### src/mmll_pkg.sv
// Shared types, character codes and grammar table for the mail line lexer.
// Used by every module under src; depends on nothing.
`timescale 1ns / 1ps
`default_nettype none

package mmll_pkg;

  // Character codes the lexer reacts to
  localparam logic [7:0] CH_COLON = 8'h3A;
  localparam logic [7:0] CH_SPACE = 8'h20;
  localparam logic [7:0] CH_TAB   = 8'h09;
  localparam logic [7:0] CH_LF    = 8'h0A;
  localparam logic [7:0] CH_CR    = 8'h0D;

  // Queue between front and back
  localparam int QUEUE_DEPTH = 4;

  // Widths of the stream payloads
  localparam int IN_TDATA_W  = 8;
  localparam int OUT_TDATA_W = 24;

  // Token class of a finished lexeme
  typedef enum logic [1:0] {
    CLS_HDR_NAME = 2'd0,
    CLS_LINE     = 2'd1,
    CLS_EMPTY    = 2'd2,
    CLS_EOI      = 2'd3
  } tok_cls_t;

  // Grammar state
  typedef enum logic [2:0] {
    GS_BEGIN     = 3'd0,
    GS_HDR_NAME  = 3'd1,
    GS_HDR_VALUE = 3'd2,
    GS_HDR_END   = 3'd3,
    GS_BODY      = 3'd4,
    GS_END       = 3'd5
  } gram_state_t;

  // Action attached to a grammar step
  typedef enum logic [2:0] {
    ACT_NONE       = 3'd0,
    ACT_VALIDATE   = 3'd1,
    ACT_CHECK_STR  = 3'd2,
    ACT_PART_BEGIN = 3'd3,
    ACT_FINISH     = 3'd4
  } act_code_t;

  // Result kind on out_tuser
  localparam logic KIND_CONTENT = 1'b0;
  localparam logic KIND_LEXEME  = 1'b1;

  // Pair partner to drop after a line end
  typedef enum logic [1:0] {
    PS_NONE    = 2'd0,
    PS_DROP_CR = 2'd1,
    PS_DROP_LF = 2'd2
  } pair_skip_t;

  // Continuation line handling
  typedef enum logic [1:0] {
    CM_OFF     = 2'd0,
    CM_SKIP_WS = 2'd1,
    CM_COPY    = 2'd2
  } cont_mode_t;

  // Command handed from front to back
  typedef enum logic [1:0] {
    OP_CONTENT  = 2'd0,
    OP_LEXEME   = 2'd1,
    OP_EOI      = 2'd2,
    OP_EOI_LINE = 2'd3
  } op_t;

  typedef struct packed {
    op_t        op;
    tok_cls_t   cls;
    logic [7:0] data;
  } entry_t;

  // Back-end sequencer state
  typedef enum logic [1:0] {
    BK_RUN      = 2'd0,
    BK_EOI_PEND = 2'd1,
    BK_HALT     = 2'd2
  } back_state_t;

  typedef struct packed {
    logic        ok;
    gram_state_t nxt;
    act_code_t   act;
  } gram_step_t;

  // Grammar table: is the lexeme allowed, where does it lead, what action
  function automatic gram_step_t gram_step(gram_state_t s, tok_cls_t c);
    gram_step_t r;
    r.ok  = 1'b0;
    r.nxt = s;
    r.act = ACT_NONE;
    case (s)
      GS_BEGIN: begin
        if (c == CLS_HDR_NAME) begin
          r.ok = 1'b1; r.nxt = GS_HDR_NAME; r.act = ACT_VALIDATE;
        end
      end
      GS_HDR_NAME: begin
        if (c == CLS_LINE) begin
          r.ok = 1'b1; r.nxt = GS_HDR_VALUE; r.act = ACT_CHECK_STR;
        end
      end
      GS_HDR_VALUE: begin
        case (c)
          CLS_HDR_NAME: begin r.ok = 1'b1; r.nxt = GS_HDR_NAME;  r.act = ACT_VALIDATE;   end
          CLS_LINE:     begin r.ok = 1'b1; r.nxt = GS_HDR_VALUE; r.act = ACT_CHECK_STR;  end
          CLS_EMPTY:    begin r.ok = 1'b1; r.nxt = GS_HDR_END;   r.act = ACT_PART_BEGIN; end
          default:      r.ok = 1'b0;
        endcase
      end
      GS_HDR_END: begin
        case (c)
          CLS_HDR_NAME: begin r.ok = 1'b1; r.nxt = GS_BODY;    r.act = ACT_NONE;       end
          CLS_LINE:     begin r.ok = 1'b1; r.nxt = GS_BODY;    r.act = ACT_CHECK_STR;  end
          CLS_EMPTY:    begin r.ok = 1'b1; r.nxt = GS_HDR_END; r.act = ACT_PART_BEGIN; end
          CLS_EOI:      begin r.ok = 1'b1; r.nxt = GS_END;     r.act = ACT_FINISH;     end
          default:      r.ok = 1'b0;
        endcase
      end
      GS_BODY: begin
        case (c)
          CLS_HDR_NAME: begin r.ok = 1'b1; r.nxt = GS_BODY; r.act = ACT_NONE;      end
          CLS_LINE:     begin r.ok = 1'b1; r.nxt = GS_BODY; r.act = ACT_CHECK_STR; end
          CLS_EMPTY:    begin r.ok = 1'b1; r.nxt = GS_BODY; r.act = ACT_NONE;      end
          CLS_EOI:      begin r.ok = 1'b1; r.nxt = GS_END;  r.act = ACT_FINISH;    end
          default:      r.ok = 1'b0;
        endcase
      end
      default: r.ok = 1'b0;
    endcase
    return r;
  endfunction

endpackage

`default_nettype wire

### src/mmll_front.sv
// Lexer front: takes bytes and end-of-input marks, tracks line state and
// emits one command per item that yields results. Depends on mmll_pkg.
`timescale 1ns / 1ps
`default_nettype none

module mmll_front (
  input  wire logic            clk,
  input  wire logic            rst_n,
  input  wire logic            in_fire,
  input  wire logic [7:0]      in_byte,
  input  wire logic            in_eoi,
  output mmll_pkg::entry_t     push_data,
  output logic                 push
);

  logic                   ihv_r, ihv_nxt;
  logic                   body_r, body_nxt;
  logic                   has_bytes_r, has_bytes_nxt;
  logic                   done_r, done_nxt;
  mmll_pkg::pair_skip_t   pps_r, pps_nxt;
  mmll_pkg::cont_mode_t   cont_r, cont_nxt;

  logic is_eol, is_blank, is_ws_any, is_colon, skip_hit;

  // Classify the byte
  assign is_eol    = (in_byte == mmll_pkg::CH_LF) || (in_byte == mmll_pkg::CH_CR);
  assign is_blank  = (in_byte == mmll_pkg::CH_SPACE) || (in_byte == mmll_pkg::CH_TAB);
  assign is_ws_any = (in_byte == mmll_pkg::CH_SPACE) ||
                     ((in_byte >= mmll_pkg::CH_TAB) && (in_byte <= mmll_pkg::CH_CR));
  assign is_colon  = (in_byte == mmll_pkg::CH_COLON);
  assign skip_hit  = ((pps_r == mmll_pkg::PS_DROP_CR) && (in_byte == mmll_pkg::CH_CR)) ||
                     ((pps_r == mmll_pkg::PS_DROP_LF) && (in_byte == mmll_pkg::CH_LF));

  // Lexer step for one accepted item
  always_comb begin
    ihv_nxt       = ihv_r;
    body_nxt      = body_r;
    has_bytes_nxt = has_bytes_r;
    done_nxt      = done_r;
    pps_nxt       = pps_r;
    cont_nxt      = cont_r;
    push          = 1'b0;
    push_data.op   = mmll_pkg::OP_CONTENT;
    push_data.cls  = mmll_pkg::CLS_HDR_NAME;
    push_data.data = in_byte;

    if (in_fire && !done_r) begin
      if (in_eoi) begin
        pps_nxt  = mmll_pkg::PS_NONE;
        done_nxt = 1'b1;
        push     = 1'b1;
        push_data.op  = ((cont_r != mmll_pkg::CM_OFF) || has_bytes_r) ?
                        mmll_pkg::OP_EOI_LINE : mmll_pkg::OP_EOI;
        push_data.cls = mmll_pkg::CLS_EOI;
      end else begin
        pps_nxt = mmll_pkg::PS_NONE;
        if (!skip_hit) begin
          if (cont_r == mmll_pkg::CM_SKIP_WS) begin
            // drop leading white space of a continuation line
            if (!is_ws_any) begin
              cont_nxt = mmll_pkg::CM_COPY;
              push     = 1'b1;
            end
          end else if (is_eol) begin
            // line end: remember the pair partner, pick the class
            pps_nxt = (in_byte == mmll_pkg::CH_LF) ? mmll_pkg::PS_DROP_CR
                                                    : mmll_pkg::PS_DROP_LF;
            push         = 1'b1;
            push_data.op = mmll_pkg::OP_LEXEME;
            if (cont_r == mmll_pkg::CM_COPY) begin
              cont_nxt      = mmll_pkg::CM_OFF;
              push_data.cls = mmll_pkg::CLS_LINE;
            end else if (!has_bytes_r && !ihv_r) begin
              push_data.cls = mmll_pkg::CLS_EMPTY;
              body_nxt      = 1'b1;
              ihv_nxt       = 1'b0;
            end else begin
              push_data.cls = mmll_pkg::CLS_LINE;
              ihv_nxt       = 1'b0;
            end
            has_bytes_nxt = 1'b0;
          end else if (cont_r == mmll_pkg::CM_COPY) begin
            push = 1'b1;
          end else if (is_colon) begin
            if (ihv_r || body_r) begin
              has_bytes_nxt = 1'b1;
              push          = 1'b1;
            end else begin
              ihv_nxt       = 1'b1;
              has_bytes_nxt = 1'b0;
              push          = 1'b1;
              push_data.op  = mmll_pkg::OP_LEXEME;
              push_data.cls = mmll_pkg::CLS_HDR_NAME;
            end
          end else if (is_blank && !has_bytes_r && ihv_r) begin
            // drop blanks after the header colon
            push = 1'b0;
          end else if (is_blank && !has_bytes_r) begin
            cont_nxt = mmll_pkg::CM_SKIP_WS;
          end else begin
            has_bytes_nxt = 1'b1;
            push          = 1'b1;
          end
        end
      end
    end
  end

  // Hold lexer state
  always_ff @(posedge clk) begin
    if (!rst_n) begin
      ihv_r       <= 1'b0;
      body_r      <= 1'b0;
      has_bytes_r <= 1'b0;
      done_r      <= 1'b0;
      pps_r       <= mmll_pkg::PS_NONE;
      cont_r      <= mmll_pkg::CM_OFF;
    end else begin
      ihv_r       <= ihv_nxt;
      body_r      <= body_nxt;
      has_bytes_r <= has_bytes_nxt;
      done_r      <= done_nxt;
      pps_r       <= pps_nxt;
      cont_r      <= cont_nxt;
    end
  end

endmodule

`default_nettype wire

### src/mmll_fifo.sv
// Short command queue between lexer front and grammar back.
// Depends on mmll_pkg for the entry type.
`timescale 1ns / 1ps
`default_nettype none

module mmll_fifo #(
  parameter int DEPTH = mmll_pkg::QUEUE_DEPTH
) (
  input  wire logic             clk,
  input  wire logic             rst_n,
  input  wire logic             push,
  input  mmll_pkg::entry_t      wr_data,
  output logic                  full,
  input  wire logic             pop,
  output mmll_pkg::entry_t      rd_data,
  output logic                  empty
);

  localparam int AW = (DEPTH > 1) ? $clog2(DEPTH) : 1;
  localparam int CW = $clog2(DEPTH + 1);

  mmll_pkg::entry_t mem_r [DEPTH];
  logic [AW-1:0]    wr_ptr_r, wr_ptr_nxt;
  logic [AW-1:0]    rd_ptr_r, rd_ptr_nxt;
  logic [CW-1:0]    count_r, count_nxt;
  logic             do_push, do_pop;

  assign full    = (count_r == CW'(DEPTH));
  assign empty   = (count_r == '0);
  assign do_push = push && !full;
  assign do_pop  = pop && !empty;
  assign rd_data = mem_r[rd_ptr_r];

  // Advance pointers with wrap
  always_comb begin
    wr_ptr_nxt = wr_ptr_r;
    rd_ptr_nxt = rd_ptr_r;
    count_nxt  = count_r;
    if (do_push) begin
      wr_ptr_nxt = (wr_ptr_r == AW'(DEPTH - 1)) ? '0 : wr_ptr_r + AW'(1);
    end
    if (do_pop) begin
      rd_ptr_nxt = (rd_ptr_r == AW'(DEPTH - 1)) ? '0 : rd_ptr_r + AW'(1);
    end
    if (do_push && !do_pop) begin
      count_nxt = count_r + CW'(1);
    end else if (do_pop && !do_push) begin
      count_nxt = count_r - CW'(1);
    end
  end

  always_ff @(posedge clk) begin
    if (!rst_n) begin
      wr_ptr_r <= '0;
      rd_ptr_r <= '0;
      count_r  <= '0;
    end else begin
      wr_ptr_r <= wr_ptr_nxt;
      rd_ptr_r <= rd_ptr_nxt;
      count_r  <= count_nxt;
    end
  end

  // Store entries
  always_ff @(posedge clk) begin
    if (do_push) begin
      mem_r[wr_ptr_r] <= wr_data;
    end
  end

`ifndef NO_ASSERTIONS
  a_count_bound: assert property (@(posedge clk) disable iff (!rst_n)
    count_r <= CW'(DEPTH))
    else $error("queue count above depth");
`endif

endmodule

`default_nettype wire

### src/mmll_back.sv
// Grammar back end: pops commands, steps the grammar table and drives
// the result register. Depends on mmll_pkg.
`timescale 1ns / 1ps
`default_nettype none

module mmll_back (
  input  wire logic              clk,
  input  wire logic              rst_n,
  input  mmll_pkg::entry_t       q_data,
  input  wire logic              q_empty,
  output logic                   q_pop,
  output logic                   out_valid,
  input  wire logic              out_ready,
  output logic                   out_kind,
  output logic                   out_last,
  output logic [7:0]             out_byte,
  output mmll_pkg::tok_cls_t     out_cls,
  output mmll_pkg::gram_state_t  out_gs,
  output mmll_pkg::act_code_t    out_act,
  output logic                   out_wrong
);

  mmll_pkg::back_state_t  state_r, state_nxt;
  mmll_pkg::gram_state_t  gs_r, gs_nxt;
  mmll_pkg::gram_step_t   step;
  mmll_pkg::tok_cls_t     step_cls;

  logic                   valid_r, valid_nxt;
  logic                   load;
  logic                   kind_r, kind_nxt;
  logic                   last_r, last_nxt;
  logic [7:0]             byte_r, byte_nxt;
  mmll_pkg::tok_cls_t     cls_r, cls_nxt;
  mmll_pkg::gram_state_t  ogs_r, ogs_nxt;
  mmll_pkg::act_code_t    act_r, act_nxt;
  logic                   wrong_r, wrong_nxt;
  logic                   out_free;

  assign out_free = !valid_r || out_ready;

  // Pick the class that steps the grammar this cycle
  always_comb begin
    if (state_r == mmll_pkg::BK_EOI_PEND) begin
      step_cls = mmll_pkg::CLS_EOI;
    end else begin
      case (q_data.op)
        mmll_pkg::OP_EOI:      step_cls = mmll_pkg::CLS_EOI;
        mmll_pkg::OP_EOI_LINE: step_cls = mmll_pkg::CLS_LINE;
        default:               step_cls = q_data.cls;
      endcase
    end
  end

  assign step = mmll_pkg::gram_step(gs_r, step_cls);

  // Next sequencer state
  always_comb begin
    state_nxt = state_r;
    case (state_r)
      mmll_pkg::BK_RUN: begin
        if (!q_empty && out_free) begin
          case (q_data.op)
            mmll_pkg::OP_LEXEME:   state_nxt = step.ok ? mmll_pkg::BK_RUN
                                                       : mmll_pkg::BK_HALT;
            mmll_pkg::OP_EOI:      state_nxt = mmll_pkg::BK_HALT;
            mmll_pkg::OP_EOI_LINE: state_nxt = step.ok ? mmll_pkg::BK_EOI_PEND
                                                       : mmll_pkg::BK_HALT;
            default:               state_nxt = mmll_pkg::BK_RUN;
          endcase
        end
      end
      mmll_pkg::BK_EOI_PEND: begin
        if (out_free) begin
          state_nxt = mmll_pkg::BK_HALT;
        end
      end
      mmll_pkg::BK_HALT: state_nxt = mmll_pkg::BK_HALT;
      default:           state_nxt = mmll_pkg::BK_HALT;
    endcase
  end

  // Sequencer outputs: pop, load the result register, step the grammar
  always_comb begin
    q_pop     = 1'b0;
    load      = 1'b0;
    gs_nxt    = gs_r;
    kind_nxt  = mmll_pkg::KIND_LEXEME;
    last_nxt  = 1'b1;
    byte_nxt  = '0;
    cls_nxt   = step_cls;
    ogs_nxt   = step.ok ? step.nxt : gs_r;
    act_nxt   = step.ok ? step.act : mmll_pkg::ACT_NONE;
    wrong_nxt = !step.ok;
    case (state_r)
      mmll_pkg::BK_RUN: begin
        if (!q_empty && out_free) begin
          q_pop = 1'b1;
          load  = 1'b1;
          case (q_data.op)
            mmll_pkg::OP_CONTENT: begin
              kind_nxt  = mmll_pkg::KIND_CONTENT;
              byte_nxt  = q_data.data;
              cls_nxt   = mmll_pkg::CLS_HDR_NAME;
              ogs_nxt   = gs_r;
              act_nxt   = mmll_pkg::ACT_NONE;
              wrong_nxt = 1'b0;
            end
            mmll_pkg::OP_EOI_LINE: begin
              last_nxt = !step.ok;
              gs_nxt   = step.ok ? step.nxt : gs_r;
            end
            default: begin
              gs_nxt = step.ok ? step.nxt : gs_r;
            end
          endcase
        end
      end
      mmll_pkg::BK_EOI_PEND: begin
        if (out_free) begin
          load   = 1'b1;
          gs_nxt = step.ok ? step.nxt : gs_r;
        end
      end
      mmll_pkg::BK_HALT: begin
        // drain and drop everything after the end
        q_pop = !q_empty;
      end
      default: q_pop = 1'b0;
    endcase
  end

  // Output valid: set on load, clear when taken
  always_comb begin
    if (load) begin
      valid_nxt = 1'b1;
    end else if (out_ready) begin
      valid_nxt = 1'b0;
    end else begin
      valid_nxt = valid_r;
    end
  end

  always_ff @(posedge clk) begin
    if (!rst_n) begin
      state_r <= mmll_pkg::BK_RUN;
      gs_r    <= mmll_pkg::GS_BEGIN;
      valid_r <= 1'b0;
    end else begin
      state_r <= state_nxt;
      gs_r    <= gs_nxt;
      valid_r <= valid_nxt;
    end
  end

  // Result payload
  always_ff @(posedge clk) begin
    if (load) begin
      kind_r  <= kind_nxt;
      last_r  <= last_nxt;
      byte_r  <= byte_nxt;
      cls_r   <= cls_nxt;
      ogs_r   <= ogs_nxt;
      act_r   <= act_nxt;
      wrong_r <= wrong_nxt;
    end
  end

  assign out_valid = valid_r;
  assign out_kind  = kind_r;
  assign out_last  = last_r;
  assign out_byte  = byte_r;
  assign out_cls   = cls_r;
  assign out_gs    = ogs_r;
  assign out_act   = act_r;
  assign out_wrong = wrong_r;

`ifndef NO_ASSERTIONS
  a_wrong_halts: assert property (@(posedge clk) disable iff (!rst_n)
    (valid_r && wrong_r) |-> (last_r && (act_r == mmll_pkg::ACT_NONE) &&
                              (state_r == mmll_pkg::BK_HALT)))
    else $error("wrong lexeme without halt or with action");
  a_content_last: assert property (@(posedge clk) disable iff (!rst_n)
    (valid_r && (kind_r == mmll_pkg::KIND_CONTENT)) |-> (last_r && !wrong_r))
    else $error("content result not last");
  a_eoi_halts: assert property (@(posedge clk) disable iff (!rst_n)
    (valid_r && (kind_r == mmll_pkg::KIND_LEXEME) && (cls_r == mmll_pkg::CLS_EOI))
      |-> (state_r == mmll_pkg::BK_HALT))
    else $error("end of input result while still running");
`endif

endmodule

`default_nettype wire

### src/mail_message_line_lexer.sv
// Top level of the mail line lexer: front, command queue and grammar back.
// Depends on mmll_pkg, mmll_front, mmll_fifo and mmll_back.
//
//   Channel  Dir  tdata                              tuser           tlast
//   in_      in   data_byte[7:0]                     end_of_input    -
//   out_     out  content_byte, token_class,         result_kind     last_result
//                 grammar_state, action_code, wrong
//
// One input item per cycle while in_tready is high. End of input with an open
// line yields two results if the grammar accepts the line, and the back end
// holds for the second. Throughput is set by the single result register. Reset
// is synchronous and clears all control state at once; no clearing pass.
// Either side may stall: the queue absorbs up to QUEUE_DEPTH commands before
// in_tready drops.
`timescale 1ns / 1ps
`default_nettype none

module mail_message_line_lexer #(
  parameter int QUEUE_DEPTH = mmll_pkg::QUEUE_DEPTH
) (
  input  wire logic                             clk,
  input  wire logic                             rst_n,
  input  wire logic                             in_tvalid,
  output logic                                  in_tready,
  input  wire logic [mmll_pkg::IN_TDATA_W-1:0]  in_tdata,   // [7:0] data_byte
  input  wire logic                             in_tuser,   // [0] end_of_input
  output logic                                  out_tvalid,
  input  wire logic                             out_tready,
  // [7:0] content_byte, [9:8] token_class, [12:10] grammar_state,
  // [15:13] action_code, [16] wrong_lexeme, [23:17] zero
  output logic [mmll_pkg::OUT_TDATA_W-1:0]      out_tdata,
  output logic                                  out_tuser,  // [0] result_kind
  output logic                                  out_tlast   // last_result
);

  mmll_pkg::entry_t       push_data, q_data;
  logic                   push, q_full, q_empty, q_pop, in_fire;
  logic [7:0]             res_byte;
  mmll_pkg::tok_cls_t     res_cls;
  mmll_pkg::gram_state_t  res_gs;
  mmll_pkg::act_code_t    res_act;
  logic                   res_wrong;

  assign in_tready = !q_full;
  assign in_fire   = in_tvalid && in_tready;

  mmll_front u_front (
    .clk       (clk),
    .rst_n     (rst_n),
    .in_fire   (in_fire),
    .in_byte   (in_tdata[7:0]),
    .in_eoi    (in_tuser),
    .push_data (push_data),
    .push      (push)
  );

  mmll_fifo #(
    .DEPTH (QUEUE_DEPTH)
  ) u_fifo (
    .clk     (clk),
    .rst_n   (rst_n),
    .push    (push),
    .wr_data (push_data),
    .full    (q_full),
    .pop     (q_pop),
    .rd_data (q_data),
    .empty   (q_empty)
  );

  mmll_back u_back (
    .clk       (clk),
    .rst_n     (rst_n),
    .q_data    (q_data),
    .q_empty   (q_empty),
    .q_pop     (q_pop),
    .out_valid (out_tvalid),
    .out_ready (out_tready),
    .out_kind  (out_tuser),
    .out_last  (out_tlast),
    .out_byte  (res_byte),
    .out_cls   (res_cls),
    .out_gs    (res_gs),
    .out_act   (res_act),
    .out_wrong (res_wrong)
  );

  // Pack result fields, lowest first
  assign out_tdata = {7'd0, res_wrong, res_act, res_gs, res_cls, res_byte};

endmodule

`default_nettype wire
### config.mk
export PLATFORM = sky130hd
export DESIGN_NAME = mail_message_line_lexer
export DESIGN_NICKNAME = d
export VERILOG_FILES = /design/src/mmll_pkg.sv /design/src/mmll_front.sv /design/src/mmll_fifo.sv /design/src/mmll_back.sv /design/src/mail_message_line_lexer.sv
export SDC_FILE = /design/constraint.sdc
export NUM_CORES = 1
export LEC_CHECK = 0
export BUFFER_PORTS_ARGS = -buffer_cell sky130_fd_sc_hd__buf_2
export CORE_UTILIZATION = 64
export CTS_CLUSTER_SIZE = 20
export DETAILED_ROUTE_END_ITERATION = 8
export PLACE_DENSITY_LB_ADDON = 0.1
export SETUP_SLACK_MARGIN = 0.05
export SLEW_MARGIN = 25
export SYNTH_ARGS = -nofsm -noshare
export SYNTH_HDL_FRONTEND = slang
export SYNTH_HIERARCHICAL = 1
export SYNTH_SLANG_ARGS = --single-unit
### constraint.sdc
create_clock -name clk -period 7.3 [get_ports clk]
set_clock_uncertainty 0.15 [all_clocks]
set_input_delay 0.73 -clock clk [delete_from_list [all_inputs] [get_ports clk]]
set_output_delay 0.73 -clock clk [all_outputs]
set_load 0.05 [all_outputs]
After elaboration in Yosys (flattened, before gate mapping)
Memories as Yosys holds them, arrays and structs flattened. A register that Yosys moved wholly into a read port is not among the register bits.
Cells that the tools add are included.

storage, ports and cells
  register bits = 40
  memories kept = 1
  bits in writable memories = 48
  logic and storage cells = 210

operators by class
  bitwise logic cells = 4
  equal/unequal tests = 35
  add/subtract/negate cells = 4
  $lt $le $gt $ge = 2
  muxes and demuxes = 93
  reductions and logical operators = 52

memories
  name          words  width  read ports  clocked after Yosys merged registers in  write ports  RTL line         RTL
  u_fifo.mem_r  4      12     1           1                                        1            mmll_fifo.sv:22  mmll_pkg::entry_t mem_r [DEPTH];

operator list
  kind                count
  $mux 2              27
  $mux 3              13
  $mux 1              33
  $pmux 6 s5          1
  $mux 4              7
  $pmux 7 s4          1
  $eq 8x4->1 const B  3
  $pmux 7 s3          1
  $reduce_and 7->1    3
  $eq 2x2->1 const B  9
  $pmux 6 s3          1
  $eq 8x6->1 const B  2
  $mux 7              2
  $logic_and 1x1->1   13
  $ne 3x1->1 const B  4
  $eq 2x1->1 const B  5
  $reduce_bool 2->1   5
  $logic_not 1->1     9
  $reduce_and 3->1    3
  $reduce_and 9->1    1
  $ge 8x4->1 const B  1
  $le 8x4->1 const B  1
  $ne 2x1->1 const B  4
  $pmux 2 s2          2
  other kinds (20)    39

Logic depth before layout (Yosys ltp)
  word-level depth = 17
  gate-level depth with buffers = 13
  gate-level depth less buffers = 12

By module
Netlist, hierarchy kept.

modules (own cells, without submodules)
  module                   sequential area each (um2)  area an instance (um2)  cells each  instances
  mmll_fifo                1621.6                      2234.6                  113         1
  mmll_back                690.7                       1351.3                  120         1
  mmll_front               160.2                       715.7                   93          1
  mail_message_line_lexer  0.0                         73.8                    11          1

Worst setup path before layout
Ideal clock, no wire load.

  path kind = reg-to-reg
  from = register with a tool-made name
  to = register u_back.ogs_r[0], in the netlist u_back/out_gs[0], data pin
  slack = 3.751 ns
  stages on the path, launching flop included = 12
  arrival = 3.138 ns
  setup time = 0.260 ns
  cells stage by stage = dfxtp_1 > buf_6 > mux4_1 > buf_8 > nor3_1 > inv_1 > ha_1 > or2_2 > a31oi_1 > nand2_1 > nand2_4 > mux2_4

RTL lines
  element               RTL line          RTL
  end signal, assigned  mmll_back.sv:162  ogs_r <= ogs_nxt;
  end, declared         mmll_back.sv:34   mmll_pkg::gram_state_t ogs_r, ogs_nxt;

==> impl_metrics.csv <==
group,metric,value,unit
outcome,status,"complete, but fails checks",
outcome,violations,"DRC",
layout,diodes,0,
global_route,grt_max_degree,26,
power_and_ir_drop,ir_drop,201,uV
clock_network,clkSinkCount,90,
worst_hold_path,hold_path_class,"flip-flop to flip-flop",
sta,finalSetupTns,0,ps
detailed_routing,drtIter0Drc,144,
placement,post-dp-hpwl,5100,microns
worst_hold_path,hp-start,"u_front/pps_r[0]",
setup_path,reg2reg_depth,9,
clock_network,cts_buffers,9,
clock_network,cts_tree,"built",
global_route,track_usage,21.6,%
clock_network,cts_resized,0,
yosys,async_reset_ff_share,0,%
setup_path,path_cells,"mux4_1 -> nor3_1 -> inv_1 -> ha_1 -> or2_2 -> a31oi_1 -> nand2_1 -> nand2_4 -> mux2_4",
setup_path,timing.rr.end,"u_back/out_gs[0]",
setup_path,cp_top_family,"simple AND/OR/NAND/NOR gates",
clock_network,post_cts_buffers,0,
yosys,synth.distinct_cells,74,
layout,nNetsFinal,387,
setup_path,cpPeakStageDelay,800,ps
worst_hold_path,whs_endpoint,"u_front/pps_r[0]",
layout,final_cell_area,4650,sq um
global_route,grt_first_pass_wirelength,11900,microns
setup_path,critPathKind,"flip-flop to flip-flop",
sta,hold_viol_final,0,
detailed_routing,drt-pass1-iter-count,8,
yosys,syn_inst,337,
yosys,synth-edff-count,67,
setup_path,slowest_stage,"mux4_1",
power_and_ir_drop,total_power,1.84,mW
clock_network,cts_hold_buf,0,
global_route,antenna_found_initial,0,
floorplanning,die-area,7170,sq um
layout,layout-drive-gt1-share,19.4,%
sta,finalSetupViolations,0,
setup_path,reg2reg_slack,3020,ps
sta,fmax,233,MHz
clock_network,max-clock-path-buffers,2,
yosys,synth-main-ff-cell,"edfxtp_1",
setup_path,start_kind,"flip-flop",
yosys,syn_area_per_cell,13.0,sq um
floorplanning,core,6460,sq um
power_and_ir_drop,power_density,396,nW/um^2
global_route,grt_pass1_vias,2510,
sta,fin_crit_sh,58.7,%
detailed_routing,wire_per_inst,16.4,microns
sta,tightest_slew,714,ps
sta,slew_violations,0,
clock_network,clkTransAtPathRegs,90,ps
layout,final_cells,443,
detailed_routing,via_per_inst,6.03,
floorplanning,pin_count,41,
placement,port_buffers,33,
layout,area_delta_synth_final,6.23,%
power_and_ir_drop,p_leak,1.71,nW
clock_network,insertion_delay,350,ps
setup_path,crit_required,7260,ps
setup_path,worst_setup_path_end_kind,"flip-flop",
placement,gp_congestion,0.916,
clock_network,cts_root_buf,"clkbuf_8",
detailed_routing,route.detailed.drc,4,
global_route,grt_overflow,0,
yosys,synth_area,4380,sq um
floorplanning,die_h,84.7,microns
placement,place_area,4440,sq um
yosys,ys_seq_area_share,56.5,%
sta,layout_setup_ws,3020,ps
setup_path,critPathArrivalTime,4240,ps
setup_path,cp_num_buf_inv,1,
detailed_routing,ant_nets,0,
worst_hold_path,min_path_cells,2,
placement,place_inst,427,
sta,fin_crit,4280,ps
clock_network,h-tree-depth,3,
floorplanning,die_w,84.7,microns
floorplanning,rows,29,
floorplanning,start_util,67.7,%
sta,grt_setup_unrepaired,"no",
placement,pre_cts_ws,3050,ps
yosys,ys_warn_count,6,
detailed_routing,finalWirelength,7260,microns
setup_path,critPathMaxFanout,12,
sta,relSlewSlack,52.1,%
detailed_routing,vias,2671,
yosys,ys_ff_latch,90,
job,maxCapViolations,0,
==> stage by stage <==
step                hold WS (ps)  utilization, %
floorplan                    288               -
global placement             309            68.8
detailed placement           315            68.8
CTS                          339            72.0
global route                 367            72.0
finish                       336            72.0
==> layout make-up <==
cell class	count	area [sq um]
inverters	15	56.3
clock buffers	9	124
multi-input cells	210	1640
clock inverters	7	83.8
fillers	445	1810
well taps	77	96.3
flip-flops and latches	90	2470
repair buffers	35	180
==> how the worst max path moves through the flow <==
stage               cells after the start                 to  slack [ps]
floorplan                              11   u_back/out_gs[0]        3750
global placement                        9   u_back/out_gs[0]        3270
detailed placement                      9   u_back/out_gs[0]        3050
CTS                                     9   u_back/out_gs[0]        3050
global route                            9  u_back/out_act[0]        2790
finish                                  9   u_back/out_gs[0]        3020
==> Yosys cell counts (all sizes together), types with 3 or more instances <==
cell    count  area [sq um]
a211oi      4          30.0
a21boi      5          37.5
a21o        3          23.8
a21oi      10          50.1
and2        6          37.5
and3        8          50.1
buf        23           183
clkbuf      3          31.3
dfxtp      23           460
edfxtp     67          2010
ha         12           150
inv        15          56.3
mux2i       4          40.0
mux4       12           297
nand2      23          93.8
nand2b      5          31.3
nand3       9          45.0
nand4       5          31.3
nor2       21          78.8
nor2b       6          45.0
nor3        8          51.3
nor4        3          25.0
o21a        4          30.0
o21ai      10          50.1
o31ai       6          45.0
xor2        3          26.3
==> layer usage <==
layer,global-route usage (%),vias up,wire [microns]
li1,-,1298,-
met4,7.70,0,70
met2,35.8,83,3560
met1,29.2,1285,3310
met5,0,-,0
met3,3.44,5,318
==> report_power, final <==
group          internal (mW)  switching, mW  total [mW]
clock                  0.165          0.181       0.345
combinational          0.238          0.495       0.733
sequential             0.699         0.0603       0.760
total                   1.10          0.736        1.84
==> registers in the layout (all words and copies together), names as in the netlist, 3 cells and up, named ones only <==
register / cells
u_fifo/mem_r: 48
u_back/out_byte: 8
u_back/gs_r: 3
u_back/out_act: 3
u_back/out_gs: 3
u_fifo/count_r: 3
==> layout by cell type (no fill, tap or decap), types with 6 or more instances in the layout <==
master     n
o31ai_1    6
edfxtp_1  67
clkbuf_8   9
and3_1     8
conb_1     7
a21oi_1   10
nand2_1   22
and2_1     6
nor3_1     7
inv_1     14
dfxtp_1   23
o21ai_0    9
mux4_1     7
nor2_1    21
buf_2     33
nand3_1    9
ha_1      12
==> cell families after synthesis <==
logic type	count (synthesis)	share of synthesized area [%]
buffers and inverters	43	6.63
DFF	90	56.5
xor gates and xnor gates	4	0.801
muxes	18	8.38
adders and majority gates	14	4.12
and+or+nand+nor	105	13.4
other	1	0.0857
AOI/OAI and AO/OA	62	10.1
==> tightest hold or removal path, stage by stage (launching register included) <==
cell,delay (ps)
dfxtp_1,320
nand3_1,60
o31ai_1,60
Power figures use the tool's default switching activity.
